===== config.mk =====
export PLATFORM = sky130hd
export DESIGN_NAME = pwsd_ctrl
export DESIGN_NICKNAME = d
export VERILOG_FILES = /design/src/rtl/priority_work_stealing_deques_assert.svh /design/src/rtl/pwsd_pkg.sv /design/src/rtl/pwsd_ctrl.sv
export SDC_FILE = /design/constraint.sdc
export NUM_CORES = 1
export LEC_CHECK = 0
export BUFFER_PORTS_ARGS = -buffer_cell sky130_fd_sc_hd__buf_2
export CAP_MARGIN = 25
export CORE_MARGIN = 3
export CORE_UTILIZATION = 65
export CTS_CLUSTER_DIAMETER = 100
export DETAILED_ROUTE_END_ITERATION = 8
export GPL_TIMING_DRIVEN = 1
export HOLD_SLACK_MARGIN = 0.05
export PLACE_DENSITY = 0.9
export SYNTH_ARGS = -nofsm -noshare
export SYNTH_HDL_FRONTEND = slang
export SYNTH_SLANG_ARGS = --single-unit

===== constraint.sdc =====
create_clock -name clk_i -period 8.7 [get_ports clk_i]
set_input_delay 0.435 -clock clk_i [delete_from_list [all_inputs] [get_ports clk_i]]
set_output_delay 0.435 -clock clk_i [all_outputs]
set_load 0.1 [all_outputs]

===== src/rtl/priority_work_stealing_deques_assert.svh =====
// assertion macros for the task queue block
`ifndef PRIORITY_WORK_STEALING_DEQUES_ASSERT_SVH
`define PRIORITY_WORK_STEALING_DEQUES_ASSERT_SVH

`ifndef SYNTHESIS

`define PWSD_ASSERT(lbl, prop, msg) \
  lbl: assert property (@(posedge clk_i) disable iff (!rst_ni) prop) else $error(msg);

`define PWSD_ASSERT_ALWAYS(lbl, prop, msg) \
  lbl: assert property (@(posedge clk_i) prop) else $error(msg);

`else

`define PWSD_ASSERT(lbl, prop, msg)

`define PWSD_ASSERT_ALWAYS(lbl, prop, msg)

`endif

`endif


===== src/rtl/pwsd_pkg.sv =====
`timescale 1ns / 1ps

package pwsd_pkg;

  typedef enum logic [1:0] {
    ACT_PUSH  = 2'd0,
    ACT_POP   = 2'd1,
    ACT_STEAL = 2'd2,
    ACT_NONE  = 2'd3
  } action_e;

  typedef enum logic [1:0] {
    ST_DONE  = 2'd0,
    ST_EMPTY = 2'd1,
    ST_FULL  = 2'd2
  } status_e;

  localparam logic signed [2:0] LEVEL_NONE = -3'sd1;

  typedef struct packed {
    status_e     status;
    logic        take;
    logic [2:0]  task_level;
  } resp_t;

endpackage


===== src/rtl/pwsd_ctrl.sv =====
`timescale 1ns / 1ps

module pwsd_ctrl #(
  parameter int unsigned LEVELS = 3,
  parameter int unsigned DEPTH  = 64,
  parameter int unsigned AW     = 8
) (
  input  logic           clk_i,
  input  logic           rst_ni,
  input  logic           acc_i,
  input  logic [1:0]     action_i,
  input  logic [1:0]     level_i,
  output logic           mem_we_o,
  output logic           mem_re_o,
  output logic [AW-1:0]  mem_addr_o,
  output pwsd_pkg::resp_t resp_o
);

  import pwsd_pkg::*;

  localparam int unsigned IW   = $clog2(DEPTH) + 1;
  localparam int unsigned LW   = (LEVELS > 1) ? $clog2(LEVELS) : 1;
  localparam int unsigned RING = 2 * DEPTH;

  logic [IW-1:0] top_q [LEVELS];
  logic [IW-1:0] top_d [LEVELS];
  logic [IW-1:0] bot_q [LEVELS];
  logic [IW-1:0] bot_d [LEVELS];

  logic [LW-1:0] lv;
  logic          lv_ok;
  logic [IW-1:0] t;
  logic [IW-1:0] b;
  logic [IW-1:0] b_prev;
  logic [IW-1:0] fill;
  logic          empty;
  logic          full;
  action_e       act;

  function automatic logic [IW-1:0] ring_next(input logic [IW-1:0] i);
    logic [IW-1:0] r;
    r = (32'(i) + 1 >= RING) ? '0 : IW'(32'(i) + 1);
    return r;
  endfunction

  function automatic logic [IW-1:0] ring_prev(input logic [IW-1:0] i);
    logic [IW-1:0] r;
    r = (i == '0) ? IW'(RING - 1) : IW'(32'(i) - 1);
    return r;
  endfunction

  function automatic logic [AW-1:0] slot_of(input logic [LW-1:0] l, input logic [IW-1:0] i);
    logic [31:0] s;
    s = (32'(i) >= DEPTH) ? 32'(i) - DEPTH : 32'(i);
    return AW'(32'(l) * DEPTH + s);
  endfunction

  always_comb begin
    act    = action_e'(action_i);
    lv     = LW'(level_i);
    lv_ok  = 32'(level_i) < LEVELS;
    t      = top_q[lv];
    b      = bot_q[lv];
    b_prev = ring_prev(b);
    fill   = (b >= t) ? IW'(b - t) : IW'(32'(b) + RING - 32'(t));
    empty  = fill == '0;
    full   = 32'(fill) >= DEPTH;

    top_d = top_q;
    bot_d = bot_q;
    mem_we_o   = 1'b0;
    mem_re_o   = 1'b0;
    mem_addr_o = slot_of(lv, b);
    resp_o.status     = ST_EMPTY;
    resp_o.take       = 1'b0;
    resp_o.task_level = LEVEL_NONE;

    unique case (act)
      ACT_PUSH: begin
        if (!lv_ok || full) begin
          resp_o.status = ST_FULL;
        end else begin
          resp_o.status = ST_DONE;
          mem_we_o      = acc_i;
          mem_addr_o    = slot_of(lv, b);
          bot_d[lv]     = ring_next(b);
        end
      end
      ACT_POP: begin
        if (lv_ok && !empty) begin
          resp_o.status     = ST_DONE;
          resp_o.take       = 1'b1;
          resp_o.task_level = {1'b0, level_i};
          mem_re_o          = acc_i;
          mem_addr_o        = slot_of(lv, b_prev);
          if (b_prev == t) begin
            top_d[lv] = ring_next(t);
            bot_d[lv] = ring_next(t);
          end else begin
            bot_d[lv] = b_prev;
          end
        end
      end
      ACT_STEAL: begin
        if (lv_ok && !empty) begin
          resp_o.status     = ST_DONE;
          resp_o.take       = 1'b1;
          resp_o.task_level = {1'b0, level_i};
          mem_re_o          = acc_i;
          mem_addr_o        = slot_of(lv, t);
          top_d[lv]         = ring_next(t);
        end
      end
      default: begin
        resp_o.status = ST_EMPTY;
      end
    endcase
  end

  always_ff @(posedge clk_i or negedge rst_ni) begin
    if (!rst_ni) begin
      for (int i = 0; i < LEVELS; i++) begin
        top_q[i] <= '0;
        bot_q[i] <= '0;
      end
    end else if (acc_i) begin
      top_q <= top_d;
      bot_q <= bot_d;
    end
  end

endmodule


==> flow_summary.json <==
{
  "synth_ff_type": "dfrtp_1",
  "initial_core_util_pct": 68.90,
  "async_reset_ff_share_pct": 100.0,
  "vias_per_cell": 6.731,
  "cts_buffers": 5,
  "final_area_mm2": 0.003817,
  "rrSetupSlack_ps": 4070,
  "clk_path_buf_depth": 2,
  "cts.clk_slew.worst_paths_ps": 80,
  "postCtsSetupRepairBufs": 0,
  "grt_pass1_vias": 2903,
  "crit-reg2reg-launch": "top_q[2]",
  "avgSynthCellArea_um2": 9.657,
  "finish.utilization_pct": 72.44,
  "synth_area_leaders": "dfrtp_1 29%, mux2_1 7.1%, ha_1 4.8%",
  "worst_pin_slew_ps": 1050,
  "synth.distinct_cells": 75,
  "via_count": 3083,
  "ios": 23,
  "htreeDepth": 2,
  "synth.most_common_cell": "dfrtp_1",
  "ys_ff_latch": 42,
  "finalSetupTns_ps": 0,
  "max_stage_delay_ps": 980,
  "antenna_found_initial": 0,
  "hold_viol": 0,
  "synth_top_area_share_pct": 28.95,
  "required_ps": 8270,
  "status": "complete, no violations",
  "grt_usage_pct": 29.84,
  "hold_class": "input pin to asynchronous set/reset pin",
  "dieHeight_um": 80.74,
  "relSlewSlack_pct": 29.83,
  "core_area_mm2": 0.005270,
  "crit_path_cell_trace": "buf_2, nor2b_4, o2bb2ai_1, inv_1, ha_1, nor2b_1, o21ai_0, a21oi_1, or3_1, a2111oi_2, o22ai_1, and2_1, a32oi_1, buf_2",
  "overflow": 0,
  "drt_iter0_drc": 254,
  "nFillCells": 398,
  "clkLatencyLatePin_ps": 290,
  "synth_top_area_cell": "dfrtp_1",
  "post_cts_resized": 0,
  "synth_fp_nets": 398,
  "grt_max_degree": 43,
  "synth_area_mm2": 0.003631,
  "clock-sinks": 42,
  "power.density_mw_per_mm2": 304.9,
  "reg2reg_to": "top_q[8]",
  "skew_ps": 8.177,
  "setup_viol": 0,
  "n_antenna_cell": 0,
  "ys_warn_count": 0,
  "worst_path_max_delay_cell": "a2111oi_2",
  "placementRows": 26,
  "rsz0062_at_grt": "no",
  "drv_slew": 0,
  "worst_ep_arrival_time_ps": 5610,
  "cts_root_buffer": "clkbuf_8",
  "cpMostUsedCell": "buf_2",
  "io_buffers": 22,
  "area_growth_pct": 5.134,
  "peakVddDrop_uv": 226.5,
  "dpl.hpwl_um": 6709,
  "ys_top_cells_by_count": "42 x dfrtp_1, 23 x mux2_1, 21 x inv_1",
  "power.leakage_nw": 1.693,
  "whs_ps": 253.9,
  "num-nets-final": 409,
  "die_area_mm2": 0.006519,
  "wl_per_cell_um": 20.00,
  "path_class": "input pin to output pin",
  "cp-end-kind": "output pin",
  "synth.yosys.seq_area_share_pct": 28.95,
  "synth_edf_count": 0,
  "p_total_w": 0.001164,
  "final.min_clock_period_ps": 6050,
  "cp-start-kind": "input pin",
  "drc": 0,
  "die_w_um": 80.74,
  "layout-drive-gt1-share_pct": 18.56,
  "r2r_cells": 12,
  "grt_pass1_wl_um": 15060,
  "maxClockFrequency_ghz": 0.1653,
  "synthCells": 376,
  "cts_hold_buf": 0,
  "drtAntennaViolNets": 0,
  "min_period_over_period_pct": 69.54,
  "wl_um": 9158,
  "cp_max_fo": 30,
  "drt_first_pass_iters": 5,
  "cap_viol_max_count": 0,
  "place_area_mm2": 0.003675,
  "place_congestion": 1.040,
  "cts_tree": "built"
}
==> stage by stage <==
step / setup WS (ps) / instances
after floorplan: 515.1 / 376
after global placement: 2968 / 450
after detailed placement: 2739 / 450
after CTS: 2745 / 458
after global routing: 2350 / 458
final: 2650 / 458
==> routing by layer <==
layer | share of wire (%) | GRT usage (%) | vias to the layer above | wire length (um)
met3 | 9.5 | 8.647 | 34 | 871
met4 | 2.5 | 8.277 | 0 | 232
met2 | 45 | 46.11 | 163 | 4126
met1 | 43 | 41.00 | 1459 | 3928
li1 | - | - | 1427 | -
met5 | 0 | 0 | - | 0
==> logic make-up after synthesis <==
family,synth area share [%]
adder cells (fa/ha/maj),5.376
AO/OA/AOI/OAI,22.64
flip-flops,28.95
other,0.1033
XOR/XNOR,3.033
multiplexers,15.85
AND/OR/NAND/NOR,15.92
buffers and inverters,8.132
==> area by class of cell <==
type,count,area (um^2),share of cell area (%)
tap,70,87.58,2.294
clock inverter,2,60.06,1.573
timing repair buffer,25,132.6,3.474
multi-input combinational,283,2291,60.01
inverter,30,112.6,2.950
clock buffer,6,82.58,2.163
sequential,42,1051,27.53
==> flip-flops by register name (all words and copies together) (netlist names) <==
name,cells
bot_q,21
top_q,21
==> how the worst max path moves through the flow <==
stage | startpoint | to | cells past startpoint
2_1_floorplan | level_i[1] | mem_addr_o[0] | 16
5_1_grt | level_i[0] | mem_addr_o[0] | 14
4_1_cts | level_i[0] | mem_addr_o[2] | 14
6_report | level_i[0] | mem_addr_o[2] | 14
3_5_place_dp | level_i[0] | mem_addr_o[2] | 14
3_3_place_gp | level_i[0] | mem_addr_o[3] | 14
==> placed cells by master, fill, tap and decap left out, types with 8 or more instances in the layout <==
cell type / netlist / routed
a211oi_1: 9 / 9
inv_1: 21 / 21
buf_2: 4 / 22
nor2_1: 20 / 20
a21oi_1: 9 / 9
a31oi_1: 14 / 14
xnor2_1: 8 / 8
mux2i_1: 16 / 16
nand2_1: 19 / 19
mux2_1: 23 / 23
inv_2: 8 / 8
mux2_4: 8 / 8
o22ai_1: 9 / 9
ha_1: 14 / 14
nor3_1: 10 / 10
nand3_1: 10 / 10
dfrtp_1: 42 / 42
o21ai_0: 17 / 17
==> worst max-delay path: cells and delay by family <==
kind,cells,cell delay [ps]
and+or+nand+nor,4,1480
AOI/OAI and AO/OA,6,2200
buffers and inverters,3,1110
adders and majority gates,1,360
==> where the power goes <==
part | switching, W | internal, W | leakage (nW)
registers | 0.0000367 | 0.000255 | 0.538
clock network | 0.0000659 | 0.000122 | 0.0714
logic | 0.000462 | 0.000222 | 1.08
(Power assumes the default switching activity.)
